===== src/lavm_pkg.sv =====
// lavm_pkg: widths, constants, row codes, matrix types and fixed-point helpers
// shared by the view matrix block; depends on nothing
package lavm_pkg;

    localparam int Q_W      = 32;            // Q16.16 word
    localparam int FRAC     = 16;
    localparam int AX_W     = 18;            // unit axis component, |v| <= 1.0
    localparam int QT_W     = AX_W - 1;      // quotient magnitude bits
    localparam int U_W      = 20;            // rounded up-axis component
    localparam int D_W      = Q_W + 1;       // eye minus target
    localparam int CR_W     = Q_W + AX_W;    // up cross forward
    localparam int NORM_W   = 30;            // scaled magnitude, top in [2^29, 2^30)
    localparam int NORM_MSB = NORM_W - 1;
    localparam int SQ_W     = 2 * NORM_W + 2;
    localparam int SQ_STEPS = SQ_W / 2;
    localparam int LEN_W    = SQ_STEPS;
    localparam int NUM_W    = LEN_W + FRAC + 1;
    localparam int PU_W     = 2 * AX_W;
    localparam int PD_W     = Q_W + U_W;
    localparam int ACC_W    = 56;
    localparam int RND_W    = ACC_W - FRAC;

    localparam logic [Q_W-1:0] ONE_Q16 = Q_W'(1 << FRAC);

    localparam logic [1:0] ROW_SIDE = 2'd0;
    localparam logic [1:0] ROW_UP   = 2'd1;
    localparam logic [1:0] ROW_FWD  = 2'd2;
    localparam logic [1:0] ROW_LAST = 2'd3;

    localparam logic signed [ACC_W-1:0] HALF_UP = ACC_W'(1 << (FRAC - 1));
    localparam logic signed [ACC_W-1:0] HALF_DN = ACC_W'((1 << (FRAC - 1)) - 1);

    typedef struct packed {
        logic [2:0][2:0][Q_W-1:0] ax;   // [row][col], rows side, up, forward
        logic [2:0][Q_W-1:0]      tr;
        logic                     degen;
    } t_mat;

    typedef struct packed {
        logic [1:0]     idx;
        logic [Q_W-1:0] c0;
        logic [Q_W-1:0] c1;
        logic [Q_W-1:0] c2;
        logic [Q_W-1:0] c3;
        logic           degen;
        logic           last;
    } t_row;

    // round half away from zero, Q24.32 to Q24.16
    function automatic logic signed [RND_W-1:0] rnd_q16(input logic signed [ACC_W-1:0] v);
        logic signed [ACC_W-1:0] t;
        t = v + (v[ACC_W-1] ? HALF_DN : HALF_UP);
        return t[ACC_W-1:FRAC];
    endfunction

    function automatic logic [Q_W-1:0] sat_q(input logic signed [RND_W-1:0] v);
        logic [Q_W-1:0] res;
        if ((&v[RND_W-1:Q_W-1]) || !(|v[RND_W-1:Q_W-1])) begin
            res = v[Q_W-1:0];
        end else if (v[RND_W-1]) begin
            res = {1'b1, {(Q_W-1){1'b0}}};
        end else begin
            res = {1'b0, {(Q_W-1){1'b1}}};
        end
        return res;
    endfunction

endpackage


===== src/lavm_if.sv =====


interface lavm_out_if;
    logic                            valid;
    logic                            ready;
    logic [1:0]                      row_index;
    logic signed [lavm_pkg::Q_W-1:0] col_zero;
    logic signed [lavm_pkg::Q_W-1:0] col_one;
    logic signed [lavm_pkg::Q_W-1:0] col_two;
    logic signed [lavm_pkg::Q_W-1:0] col_three;
    logic                            degenerate;
    logic                            last_row;

    modport source (output valid, row_index, col_zero, col_one, col_two, col_three,
                    degenerate, last_row, input ready);
    modport sink (input valid, row_index, col_zero, col_one, col_two, col_three,
                  degenerate, last_row, output ready);
endinterface


===== src/lavm_rows.sv =====
// lavm_rows: holds one finished matrix and sends it as four row transactions
// through a registered output; depends on lavm_pkg and lavm_out_if
module lavm_rows (
    input  logic           i_clk,
    input  logic           i_rst_n,
    input  logic           i_valid,
    input  lavm_pkg::t_mat i_mat,
    output logic           o_ready,
    lavm_out_if.source     o_row
);
    import lavm_pkg::*;

    t_mat       r_mat;
    logic       r_have;
    logic [1:0] r_cnt;
    logic       r_ov;
    t_row       r_row, n_row;
    logic       load_out;

    assign load_out = r_have && (!r_ov || o_row.ready);
    // the buffer frees up as its last row moves to the output register
    assign o_ready  = !r_have || (load_out && r_cnt == ROW_LAST);

    always_comb begin
        n_row.idx   = r_cnt;
        n_row.degen = r_mat.degen;
        n_row.last  = (r_cnt == ROW_LAST);
        if (r_cnt == ROW_LAST) begin
            n_row.c0 = '0;
            n_row.c1 = '0;
            n_row.c2 = '0;
            n_row.c3 = ONE_Q16;
        end else begin
            n_row.c0 = r_mat.ax[r_cnt][0];
            n_row.c1 = r_mat.ax[r_cnt][1];
            n_row.c2 = r_mat.ax[r_cnt][2];
            n_row.c3 = r_mat.tr[r_cnt];
        end
    end

    always_ff @(posedge i_clk) begin
        if (!i_rst_n) begin
            r_have <= 1'b0;
            r_cnt  <= ROW_SIDE;
            r_ov   <= 1'b0;
        end else begin
            if (load_out) begin
                r_ov <= 1'b1;
            end else if (o_row.ready) begin
                r_ov <= 1'b0;
            end
            // a matrix enters an empty buffer or as its last row leaves, so cnt is 0 anyway
            if (i_valid && o_ready) begin
                r_have <= 1'b1;
                r_cnt  <= ROW_SIDE;
            end else if (load_out) begin
                r_cnt <= r_cnt + 2'd1;
                if (r_cnt == ROW_LAST) r_have <= 1'b0;
            end
        end
    end

    always_ff @(posedge i_clk) begin
        if (load_out) r_row <= n_row;
        if (i_valid && o_ready) r_mat <= i_mat;
    end

    assign o_row.valid      = r_ov;
    assign o_row.row_index  = r_row.idx;
    assign o_row.col_zero   = r_row.c0;
    assign o_row.col_one    = r_row.c1;
    assign o_row.col_two    = r_row.c2;
    assign o_row.col_three  = r_row.c3;
    assign o_row.degenerate = r_row.degen;
    assign o_row.last_row   = r_row.last;

endmodule


===== src/flat_wrapper.sv =====
// flat-port wrapper written by rule: the top's interface ports become plain ports
module lavm_rows_flat import lavm_pkg::*;
  (i_clk, i_rst_n, i_valid, i_mat, o_ready, o_row_valid, o_row_row_index, o_row_col_zero, o_row_col_one, o_row_col_two, o_row_col_three, o_row_degenerate, o_row_last_row, o_row_ready);
  lavm_out_if o_row_i ();
  input  logic i_clk;
  input  logic i_rst_n;
  input  logic i_valid;
  input  lavm_pkg::t_mat i_mat;
  output logic o_ready;
  output wire logic [$bits(o_row_i.valid)-1:0] o_row_valid;
  output wire logic [$bits(o_row_i.row_index)-1:0] o_row_row_index;
  output wire logic [$bits(o_row_i.col_zero)-1:0] o_row_col_zero;
  output wire logic [$bits(o_row_i.col_one)-1:0] o_row_col_one;
  output wire logic [$bits(o_row_i.col_two)-1:0] o_row_col_two;
  output wire logic [$bits(o_row_i.col_three)-1:0] o_row_col_three;
  output wire logic [$bits(o_row_i.degenerate)-1:0] o_row_degenerate;
  output wire logic [$bits(o_row_i.last_row)-1:0] o_row_last_row;
  input wire logic [$bits(o_row_i.ready)-1:0] o_row_ready;
  assign o_row_valid = o_row_i.valid;
  assign o_row_row_index = o_row_i.row_index;
  assign o_row_col_zero = o_row_i.col_zero;
  assign o_row_col_one = o_row_i.col_one;
  assign o_row_col_two = o_row_i.col_two;
  assign o_row_col_three = o_row_i.col_three;
  assign o_row_degenerate = o_row_i.degenerate;
  assign o_row_last_row = o_row_i.last_row;
  assign o_row_i.ready = o_row_ready;
  lavm_rows u_core (.i_clk(i_clk), .i_rst_n(i_rst_n), .i_valid(i_valid), .i_mat(i_mat), .o_ready(o_ready), .o_row(o_row_i));
endmodule

===== config.mk =====
export PLATFORM = sky130hd
export DESIGN_NAME = lavm_rows_flat
export DESIGN_NICKNAME = d
export VERILOG_FILES = /design/src/lavm_pkg.sv /design/src/lavm_if.sv /design/src/lavm_rows.sv /design/src/flat_wrapper.sv
export SDC_FILE = /design/constraint.sdc
export NUM_CORES = 1
export LEC_CHECK = 0
export ABC_AREA = 1
export BUFFER_PORTS_ARGS = -buffer_cell sky130_fd_sc_hd__clkbuf_2
export CORE_MARGIN = 5
export CORE_UTILIZATION = 50
export CTS_BUF_LIST = sky130_fd_sc_hd__clkbuf_8 sky130_fd_sc_hd__clkbuf_16
export DETAILED_ROUTE_END_ITERATION = 6
export GPL_TIMING_DRIVEN = 0
export PLACE_DENSITY = 0.84
export SLEW_MARGIN = 20
export SYNTH_ARGS = -nofsm -noshare
export SYNTH_HDL_FRONTEND = slang
export SYNTH_SLANG_ARGS = --single-unit

===== constraint.sdc =====
create_clock -name i_clk -period 26.6 [get_ports i_clk]
set_clock_uncertainty 0.1 [all_clocks]
set_input_delay 2.66 -clock i_clk [delete_from_list [all_inputs] [get_ports i_clk]]
set_output_delay 2.66 -clock i_clk [all_outputs]
set_load 0.01 [all_outputs]

==> results.sh, run 1 <==
export IMPL_status="complete, no violations"
export IMPL_rows=71
export IMPL_slew_viol_final=0
export IMPL_die_area_sq_um=41540
export IMPL_synth_common_cells="edfxtp_1 (517), nor2_1 (259), nand2_1 (138)"
export IMPL_clock_power_share=0.377
export IMPL_synth_async_reset_ratio=0
export IMPL_initial_core_util=0.5022
export IMPL_fp_dieH_um=203.8
export IMPL_hold_depth=0
export IMPL_cts_root_buffer="clkbuf_16"
export IMPL_cpLargestDelayFamily="simple AND/OR/NAND/NOR gates"
export IMPL_p_int_uw=1392
export IMPL_drive_above_1_share=0.3365
export IMPL_antenna_left=0
export IMPL_cpMostUsedCell="nand2_1"
export IMPL_grt_overflow=0
export IMPL_cts_resized_gates=0
export IMPL_leakage_uw=0.009246
export IMPL_rsz0062_at_grt="false"
export IMPL_antenna_found_initial=7
export IMPL_io_buffers=522
export IMPL_first_iter_violations=1234
export IMPL_synth_largest_area_cell="edfxtp_1"
export IMPL_vias=12744
export IMPL_maxCapViolations=0
export IMPL_worst_slack_ns=20.57
export IMPL_hpwl_um=36330
export IMPL_power_switching_share=0.2207
export IMPL_yosysTopAreaCellShare=0.8266
export IMPL_p_sw_uw=394.4
export IMPL_hold_start="u_core.n_row[1]"
export IMPL_yosysMostFrequentCell="edfxtp_1"
export IMPL_tns_ns=0
export IMPL_yosys_warnings=0
export IMPL_track_usage=0.2434
export IMPL_core_area_sq_um=37400
export IMPL_fmax_ghz=0.1660
export IMPL_clk_pin_slew_ns=0.06
export IMPL_routedWlPerCell_um=21.85
export IMPL_grt_max_degree=119
export IMPL_dp_cells=2295
export IMPL_final_cell_count_no_fill=2390
export IMPL_hp_class="flop to flop"
export IMPL_p_total_uw=1787
export IMPL_reg2reg_from="u_core.r_cnt[0]"
export IMPL_comb_power_share=0.074
export IMPL_clkLatencyLatePin_ns=0.58
export IMPL_synth_cells=1258
export IMPL_relSlewSlack=0.3507
export IMPL_worst_pin_slew_ns=0.9739
export IMPL_dr_pass1_iters=6
export IMPL_pre_cts_slack_ns=20.58
export IMPL_path_buf_inv=3
export IMPL_crit_fanout=5
export IMPL_critical_path_required_ns=23.84
export IMPL_syn_area_per_cell_sq_um=14.93
export IMPL_critPathKind="primary input to output port"
export IMPL_seqPwrFrac=0.549
export IMPL_syn_to_final_growth_pct=26.25
export IMPL_r2r_end="u_core.o_row.col_three[0]"
export IMPL_gp_congestion=0.8749
export IMPL_vias_per_cell=5.332
export IMPL_clk_path_buf_depth=3
export IMPL_ys_seq_elements=521
export IMPL_wl_um=52220
export IMPL_start_kind="primary input"
export IMPL_ios=523
export IMPL_period_share=0.2265
export IMPL_critPathMaxStageDelay_ns=0.18
export IMPL_post_cts_buffers=0
export IMPL_timing_final_crit_period_ns=6.025
export IMPL_cp_end_kind="output port"
export IMPL_synth_area_leaders="edfxtp_1 (83%), nor2_1 (5.2%), a21oi_1 (3.4%)"
export IMPL_grt_pass1_vias=13127
export IMPL_synth_ff_type="edfxtp_1"
export IMPL_hold_buffers=0
export IMPL_cts_tree="built"
export IMPL_crit_slowest_cell="clkbuf_2"
export IMPL_hold_end="u_core.o_row.degenerate"
export IMPL_clock_sinks=521
export IMPL_syn_area_sq_um=18780
export IMPL_ys_seq_area_frac=0.8309
export IMPL_irDropWorstVdd_uv=65.03
export IMPL_hold_viol=0
export IMPL_die_w_um=203.8
export IMPL_finalNetCount=2227
export IMPL_cp_data_arrival_time_ns=3.27
export IMPL_powerDensity_nw_per_um2=75.35
export IMPL_finish_utilization=0.6340
export IMPL_synth_cell_types=15
export IMPL_reg2reg_depth=4
export IMPL_numCtsBuffers=51
export IMPL_synth_nets=1648
export IMPL_grt_pass1_wl_um=75680
export IMPL_drc_errors=0
export IMPL_htreeDepth=2
export IMPL_path_cells="clkbuf_2 > inv_1 > nand2_1 > nand2_1 > nand2_1 > clkbuf_2"
export IMPL_finalSetupViolCount=0
export IMPL_synth_edf_count=517
export IMPL_reg2reg_slack_ns=23.95
## layout by cell type (no fill, tap or decap)
cell type	netlist	routed
nand3_1	2	2
nor2_1	259	259
ha_1	1	1
clkinv_4	0	1
inv_8	0	3
buf_16	0	4
nand3b_1	1	1
inv_6	0	1
dfxtp_1	4	4
nand2_1	138	138
diode_2	0	4
clkbuf_2	0	522
buf_4	13	13
edfxtp_1	517	517
o21ai_0	128	128
buf_1	4	4
clkinvlp_4	0	3
clkinv_2	0	8
clkbuf_16	0	51
clkinv_1	0	11
a21oi_1	129	129
inv_2	2	2
inv_1	7	17
clkbuf_1	33	33
buf_2	20	20
bufinv_16	0	3
## final cells by class
class	instances	area (sq um)
clock inverter	40	267.8
inverter	9	48.80
multi-input combinational	658	2806
sequential	521	15610
clock buffer	51	1276
tap	511	639.4
antenna	4	10.01
timing repair buffer	526	2723
buffer	70	336.6
fill	2613	13690
## metrics by stage
stage	area [sq um]	hold slack (ns)
6_report	23710	0.3213
5_1_grt	23710	0.3373
4_1_cts	23700	0.3227
3_5_place_dp	22160	0.3089
3_3_place_gp	22030	0.3043
2_1_floorplan	18780	0.3003
## power groups by stage
stage          Combinational (uW)  Sequential (uW)  Clock (uW)
2_1_floorplan                52.0             1010           0
3_3_place_gp                  121             1010           0
3_5_place_dp                  131              997           0
4_1_cts                       132              980         683
5_1_grt                       144              983         722
6_report                      132              981         674
## metal layers
| layer | global-route usage | up-vias | share of wire | routed length [um] |
|---|---|---|---|---|
| met5 | 0 | - | 0.00052 | 27 |
| met4 | 0.1282 | 4 | 0.055 | 2862 |
| met3 | 0.07426 | 165 | 0.12 | 6177 |
| met2 | 0.4147 | 874 | 0.50 | 26200 |
| met1 | 0.2779 | 6003 | 0.32 | 16950 |
| li1 | - | 5698 | - | - |
## cell families after synthesis
family,count (synthesis),synth area share
flops,521,0.8309
simple gates,400,0.08027
compound gates,257,0.06848
buf+inv,79,0.01972
fa+ha+maj,1,0.0006661
## sequential cells by signal, indices dropped and copies added (netlist names)
name                     flops
u_core.o_row.col_two        32
u_core.o_row.degenerate      1
u_core.o_row.last_row        1
u_core.o_row.valid           1
u_core.r_cnt                 2
u_core.o_row.col_one        32
u_core.r_mat               384
u_core.o_row.row_index       2
u_core.o_row.col_zero       32
u_core.n_row                 1
u_core.r_have                1
u_core.o_row.col_three      32
## worst max path at each step
stage,startpoint,endpoint,cells past startpoint
2_1_floorplan,o_row_ready,u_core.n_row[1],6
3_3_place_gp,o_row_ready,u_core.r_mat[10],7
3_5_place_dp,o_row_ready,o_ready,6
4_1_cts,o_row_ready,o_ready,6
5_1_grt,o_row_ready,o_ready,6
6_report,o_row_ready,o_ready,6
Power figures use the tool's default switching activity.
==> run 2: changes to the inputs <==
--- a/config.mk
+++ b/config.mk
@@ -5,7 +5,7 @@
 export SDC_FILE = /design/constraint.sdc
 export NUM_CORES = 1
 export LEC_CHECK = 0
-export ABC_AREA = 1
+export ABC_AREA = 0
 export BUFFER_PORTS_ARGS = -buffer_cell sky130_fd_sc_hd__clkbuf_2
 export CORE_MARGIN = 5
 export CORE_UTILIZATION = 50
==> constraint.sdc (replaced) <==
create_clock -name i_clk -period 6.1 [get_ports i_clk]
set_clock_uncertainty 0.1 [all_clocks]
set_input_delay 0.61 -clock i_clk [delete_from_list [all_inputs] [get_ports i_clk]]
set_output_delay 0.61 -clock i_clk [all_outputs]
set_load 0.01 [all_outputs]
==> run 2 against run 1 <==
Die area grew 2.7%; sequential share of layout area down 2.1 points; core utilization rose by 0.29 points; first-iteration DRC count down 15%; total power grew to 4.4 times the previous value; sequential power grew to 4.4 times the previous value; hold slack worse by 0.23 ns; flip-flop and latch count unchanged; synthesized area up 2.8%; critical endpoint is now u_core.r_mat[173]; largest cell class unchanged.
==> results.sh, run 2 <==
export IMPL_cp_end_kind="flop"
export IMPL_slew_viol_final=0
export IMPL_grt_pass1_vias=12169
export IMPL_synth_top_family_by_area="simple AND/OR/NAND/NOR gates"
export IMPL_critPathKind="flop to flop"
export IMPL_relSlewSlack=0.2804
export IMPL_start_kind="flop"
export IMPL_synth_async_reset_ratio=0
export IMPL_critPathMaxStageDelay_ns=0.47
export IMPL_track_usage=0.2204
export IMPL_hpwl_um=35230
export IMPL_reg2reg_depth=7
export IMPL_worst_pin_slew_ns=1.079
export IMPL_syn_area_sq_um=19320
export IMPL_ys_seq_area_frac=0.8079
export IMPL_drive_above_1_share=0.3765
export IMPL_die_area_sq_um=42660
export IMPL_vias_per_cell=5.169
export IMPL_highest_layer="met5"
export IMPL_yosys_area_share_simple=0.06808
export IMPL_synthMuxAreaShare=0.06633
export IMPL_core_area_sq_um=38470
export IMPL_synth_compound_area_frac=0.03608
export IMPL_cpMostUsedCell="buf_16"
export IMPL_drc_errors=0
export IMPL_antenna_left=0
export IMPL_timing_final_crit_period_ns=3.110
export IMPL_powerDensity_nw_per_um2=322.3
export IMPL_final_cell_mix="clkbuf_2 (522), edfxtp_1 (517), a21oi_1 (130)"
export IMPL_largest_register="u_core.r_mat"
export IMPL_path_cells="ha_1 > a21o_1 > and2_4 > buf_16 > buf_16 > buf_12 > buf_16"
export IMPL_synth_ff_type="edfxtp_1"
export IMPL_fp_dieH_um=206.6
export IMPL_fmax_ghz=0.3216
export IMPL_power_switching_share=0.2166
export IMPL_synth_cell_types=24
export IMPL_ios=523
export IMPL_period_share=0.5098
export IMPL_finalSetupViolCount=0
export IMPL_ys_seq_elements=521
export IMPL_largest_reg_flops=384
export IMPL_critical_path_required_ns=6.25
export IMPL_clkLatencyLatePin_ns=0.59
export IMPL_clk_pin_slew_ns=0.07
export IMPL_comb_power_share=0.074
export IMPL_p_int_uw=6186
export IMPL_synth_largest_area_cell="edfxtp_1"
export IMPL_numCtsBuffers=52
export IMPL_fin_area_sq_um=24500
export IMPL_clock_power_share=0.384
export IMPL_clock_sinks=521
export IMPL_clk_path_buf_depth=3
export IMPL_die_w_um=206.6
export IMPL_initial_core_util=0.5021
export IMPL_gp_congestion=0.8404
export IMPL_yosysTopAreaCellShare=0.8037
export IMPL_hp_class="primary input to flop"
export IMPL_irDropWorstVdd_uv=264.4
export IMPL_syn_area_per_cell_sq_um=17.43
export IMPL_vias=11671
export IMPL_cts_resized_gates=0
export IMPL_syn_to_final_growth_pct=26.85
export IMPL_cts_root_buffer="clkbuf_16"
export IMPL_cp_data_arrival_time_ns=3.26
export IMPL_synthAdderAreaFrac=0.0006478
export IMPL_routedWlPerCell_um=21.92
export IMPL_crit_slowest_cell="and2_4"
export IMPL_yosys_warnings=0
export IMPL_hold_depth=1
export IMPL_grt_max_degree=62
export IMPL_wl_met2_um=25450
export IMPL_grt_pass1_wl_um=70010
export IMPL_status="complete, no violations"
export IMPL_seqPwrFrac=0.542
export IMPL_hold_viol=0
export IMPL_worst_hold_slack_ns=0.09148
export IMPL_hold_buffers=0
export IMPL_dr_pass1_iters=5
export IMPL_synth_xor_area_share=0
export IMPL_synth_cells=1108
export IMPL_rsz0062_at_grt="false"
export IMPL_leakage_uw=0.009148
export IMPL_cts_tree="built"
export IMPL_yosysMostFrequentCell="edfxtp_1"
export IMPL_finalNetCount=2086
export IMPL_grt_overflow=0
export IMPL_post_cts_buffers=0
export IMPL_met1_length_um=16960
export IMPL_synth_edf_count=517
export IMPL_rows=72
export IMPL_place_area_sq_um=22880
export IMPL_first_iter_violations=1051
export IMPL_wl_um=49510
export IMPL_htreeDepth=2
export IMPL_antenna_found_initial=3
export IMPL_synth_nets=1498
export IMPL_io_buffers=522
export IMPL_wl_met3_um=4827
export IMPL_synth_area_leaders="edfxtp_1 (80%), mux2i_1 (6.6%), or2_0 (3.5%)"
export IMPL_crit_fanout=55
export IMPL_maxCapViolations=0
export IMPL_synth_common_cells="edfxtp_1 (517), a21oi_1 (130), mux2i_1 (128), nand2_1 (128), or2_0 (108)"
export IMPL_p_sw_uw=1710
export IMPL_final_common_cell="clkbuf_2"
## run 2: cell types whose count changed in the layout (fill, tap and decap cells not counted), moves of 13 or more
cell | previous run | this run
buf_4 | 13 | 0
mux2i_1 | 0 | 128
nor2_1 | 259 | 0
o21ai_0 | 128 | 3
or2_0 | 0 | 108
or2_2 | 0 | 19
## run 2: per-stage QoR
stage | utilization | worst slack [ns] | std cells | total power [uW] | setup TNS [ns]
6_report | 0.6370 | 2.990 | 2258 | 7896 | 0
5_1_grt | 0.6369 | 2.778 | 2257 | 8157 | 0
4_1_cts | 0.6368 | 2.965 | 2255 | 7950 | 0
3_5_place_dp | 0.5948 | 2.891 | 2160 | 4934 | 0
3_3_place_gp | 0.5870 | -0.5791 | 2148 | 4898 | -73.05
2_1_floorplan | - | 1.449 | 1108 | 4615 | 0
## run 2: critical path, delay by kind of cell, from the launching register on
| kind | cells | cell delay (ns) |
|---|---|---|
| AOI/OAI and AO/OA | 1 | 0.17 |
| adders and majority gates | 1 | 0.30 |
| buffers and inverters | 4 | 1.17 |
| DFF | 1 | 0.44 |
| and+or+nand+nor | 1 | 0.47 |
## run 2: worst paths after layout
| path | start | end | slack [ns] |
|---|---|---|---|
| max | u_core.r_cnt[0] | u_core.r_mat[173] | 2.99 |
| max reg2reg | u_core.r_cnt[0] | u_core.r_mat[173] | 2.99 |
| min reg2reg | u_core.n_row[1] | u_core.o_row.degenerate | 0.33 |
| min | i_mat[217] | u_core.r_mat[217] | 0.09 |
## run 2: cells by family (layout without fill, tap and decap cells)
group	Yosys count	in the layout
mux	128	128
simple gates	262	262
compound gates	137	137
other cells	0	3
buf+inv	59	688
fa+ha+maj	1	1
flops	521	521
## run 2: area by class of cell
class,count,area (sq um)
inverters,2,7.507
multi-input cells,528,3316
plain buffers,57,397.9
diodes,3,7.507
clock buffers,55,1354
clock inverters,40,261.5
fillers,2660,13960
flip-flops and latches,521,15610
well taps,518,648.1
repair buffers,534,2905
## run 2: per-layer routing
| layer | GRT usage | vias to the layer above |
|---|---|---|
| met3 | 0.06468 | 135 |
| met1 | 0.2496 | 5604 |
| met4 | 0.1034 | 2 |
| met5 | 0 | - |
| li1 | - | 5319 |
| met2 | 0.3858 | 611 |
## run 2: power by group through the flow
stage | Sequential, uW | Combinational (uW) | Clock [uW]
after global routing | 4290 | 638 | 3230
after floorplan | 4380 | 232 | 0
after CTS | 4280 | 592 | 3080
after detailed placement | 4350 | 585 | 0
final | 4280 | 587 | 3030
after global placement | 4370 | 526 | 0
==> run 3: changes to the inputs <==
--- a/config.mk
+++ b/config.mk
@@ -8,11 +8,11 @@
 export ABC_AREA = 0
 export BUFFER_PORTS_ARGS = -buffer_cell sky130_fd_sc_hd__clkbuf_2
 export CORE_MARGIN = 5
-export CORE_UTILIZATION = 50
+export CORE_UTILIZATION = 47
 export CTS_BUF_LIST = sky130_fd_sc_hd__clkbuf_8 sky130_fd_sc_hd__clkbuf_16
 export DETAILED_ROUTE_END_ITERATION = 6
 export GPL_TIMING_DRIVEN = 0
-export PLACE_DENSITY = 0.84
+export PLACE_DENSITY = 0.83
 export SLEW_MARGIN = 20
 export SYNTH_ARGS = -nofsm -noshare
 export SYNTH_HDL_FRONTEND = slang
==> constraint.sdc (replaced) <==
create_clock -name i_clk -period 2.5 [get_ports i_clk]
set_clock_uncertainty 0.1 [all_clocks]
set_input_delay 0.25 -clock i_clk [delete_from_list [all_inputs] [get_ports i_clk]]
set_output_delay 0.25 -clock i_clk [all_outputs]
set_load 0.01 [all_outputs]
==> run 3 against run 2 <==
Total power grew to 2.5 times the previous value; fmax is 27% higher; critical path type unchanged; via count is 22% higher; setup slack worse by 2.9 ns; final cell count is 18% higher; highest routed layer unchanged.
==> results.sh, run 3 (same netlist as run 2, synthesis figures left out) <==
export IMPL_clock_sinks=521
export IMPL_crit_start="u_core.r_cnt[1]"
export IMPL_irDropWorstVdd_uv=570.3
export IMPL_die_w_um=212.7
export IMPL_fmax_ghz=0.4078
export IMPL_drc_errors=0
export IMPL_antenna_found_initial=4
export IMPL_fp_dieH_um=212.7
export IMPL_htreeDepth=2
export IMPL_rows=74
export IMPL_crit_fanout=49
export IMPL_period_share=0.9808
export IMPL_tns_ns=0
export IMPL_clk_pin_slew_ns=0.07
export IMPL_drive_above_1_share=0.3120
export IMPL_worst_pin_slew_ns=0.7435
export IMPL_cp_data_arrival_time_ns=2.59
export IMPL_timing_final_crit_period_ns=2.452
export IMPL_grt_pass1_vias=15666
export IMPL_first_iter_violations=1348
export IMPL_vias_per_cell=5.367
export IMPL_io_buffers=522
export IMPL_routedWlPerCell_um=24.41
export IMPL_track_usage=0.2790
export IMPL_grt_pass1_wl_um=93730
export IMPL_hp_class="primary input to flop"
export IMPL_clk_path_buf_depth=3
export IMPL_wl_um=64840
export IMPL_reg2reg_slack_ns=0.05
export IMPL_cts_root_buffer="clkbuf_16"
export IMPL_critPathKind="flop to flop"
export IMPL_hold_viol=0
export IMPL_final_cell_mix="clkbuf_2 (524), edfxtp_1 (517), dlygate4sd3_1 (388)"
export IMPL_ios=523
export IMPL_vias=14254
export IMPL_largest_register="u_core.r_mat"
export IMPL_gp_congestion=0.8918
export IMPL_antenna_left=0
export IMPL_grt_overflow=0
export IMPL_syn_to_final_growth_pct=47.55
export IMPL_r2r_end="u_core.r_mat[273]"
export IMPL_critical_path_endpoint="u_core.r_mat[273]"
export IMPL_maxCapViolations=0
export IMPL_start_kind="flop"
export IMPL_pre_cts_slack_ns=-0.2707
export IMPL_die_area_sq_um=45250
export IMPL_dr_pass1_iters=5
export IMPL_slew_viol_final=0
export IMPL_critical_path_required_ns=2.64
export IMPL_initial_core_util=0.4741
export IMPL_clkLatencyLatePin_ns=0.58
export IMPL_hold_depth=4
export IMPL_p_total_uw=20100
export IMPL_rsz0062_at_grt="false"
export IMPL_numCtsBuffers=52
export IMPL_finish_utilization=0.6996
export IMPL_leakage_uw=0.01079
export IMPL_reg2reg_from="u_core.r_cnt[1]"
export IMPL_cts_tree="built"
export IMPL_finalNetCount=2478
export IMPL_hold_start="i_valid"
export IMPL_status="complete, no violations"
export IMPL_powerDensity_nw_per_um2=705.4
export IMPL_relSlewSlack=0.5043
export IMPL_cp_end_kind="flop"
export IMPL_largest_reg_flops=384
export IMPL_worst_hold_slack_ns=0.07525
export IMPL_finalSetupViolCount=0
export IMPL_grt_max_degree=64
export IMPL_reg2reg_depth=7
export IMPL_hpwl_um=35960
export IMPL_core_area_sq_um=40740
export IMPL_worst_slack_ns=0.04805
export IMPL_final_common_cell="clkbuf_2"
[run 3: changes by cell type in the layout (fill, tap and decap cells not counted), sizes merged]
cell         change
clkinvlp         +1
bufinv           +1
clkinv           +2
buf              +2
clkbuf           -2
diode            -1
bufbuf           +2
dlygate4sd3    +388
inv              -9
[run 3: layout make-up]
cell class	instances	area [sq um]
flip-flops and latches	521	15610
repair buffers	926	6889
multi-input cells	528	3336
clock buffers	53	1326
fillers	2351	12240
diodes	2	5.005
clock inverters	35	260.3
inverters	2	7.507
plain buffers	57	400.4
well taps	532	665.6
[run 3: timing repair]
item | 4_1_cts | 5_1_grt
endpoints found under the setup margin | 50 | 19
cloned | 2 | 0
gates resized for setup | 2 | 3
setup buffers | 1 | 0
hold buffers | 388 | 0
pin swaps | 1 | 0
hold endpoints to repair | 389 | 0
[run 3: critical path, cell delays in order, from the launching register on]
cell and delay (ns):
dfxtp_2 0.39, ha_4 0.18, a21o_1 0.17, and2_4 0.19, buf_16 0.25, buf_16 0.24, buf_16 0.23, buf_16 0.28
[run 3: routing by layer]
metal / track usage / share of wire / up-vias
met3: 0.07082 / 0.099 / 258
met4: 0.1642 / 0.066 / 2
met5: 0 / 0.00020 / -
li1: - / - / 6086
met1: 0.3093 / 0.32 / 6863
met2: 0.4872 / 0.51 / 1045
[run 3: worst min-delay path by stage]
stage                              endpoint  slack (ns)
finish                      u_core.r_cnt[0]        0.08
global route                u_core.r_cnt[0]        0.11
CTS                         u_core.r_cnt[0]        0.02
detailed placement  u_core.o_row.degenerate        0.32
global placement    u_core.o_row.degenerate        0.31
floorplan                   u_core.n_row[1]        0.25
[run 3: power by group]
part	total (uW)	switching, uW	internal [uW]
sequential	10500	206	10300
combinational	2100	1060	1040
clock	7530	3300	4220
total	20100	4560	15500
[run 3: metrics by stage]
step / instance area (sq um) / std cells
after global routing: 28500 / 2656
after floorplan: 19350 / 1108
final: 28500 / 2656
after global placement: 22630 / 2162
after CTS: 28490 / 2654
after detailed placement: 22940 / 2175
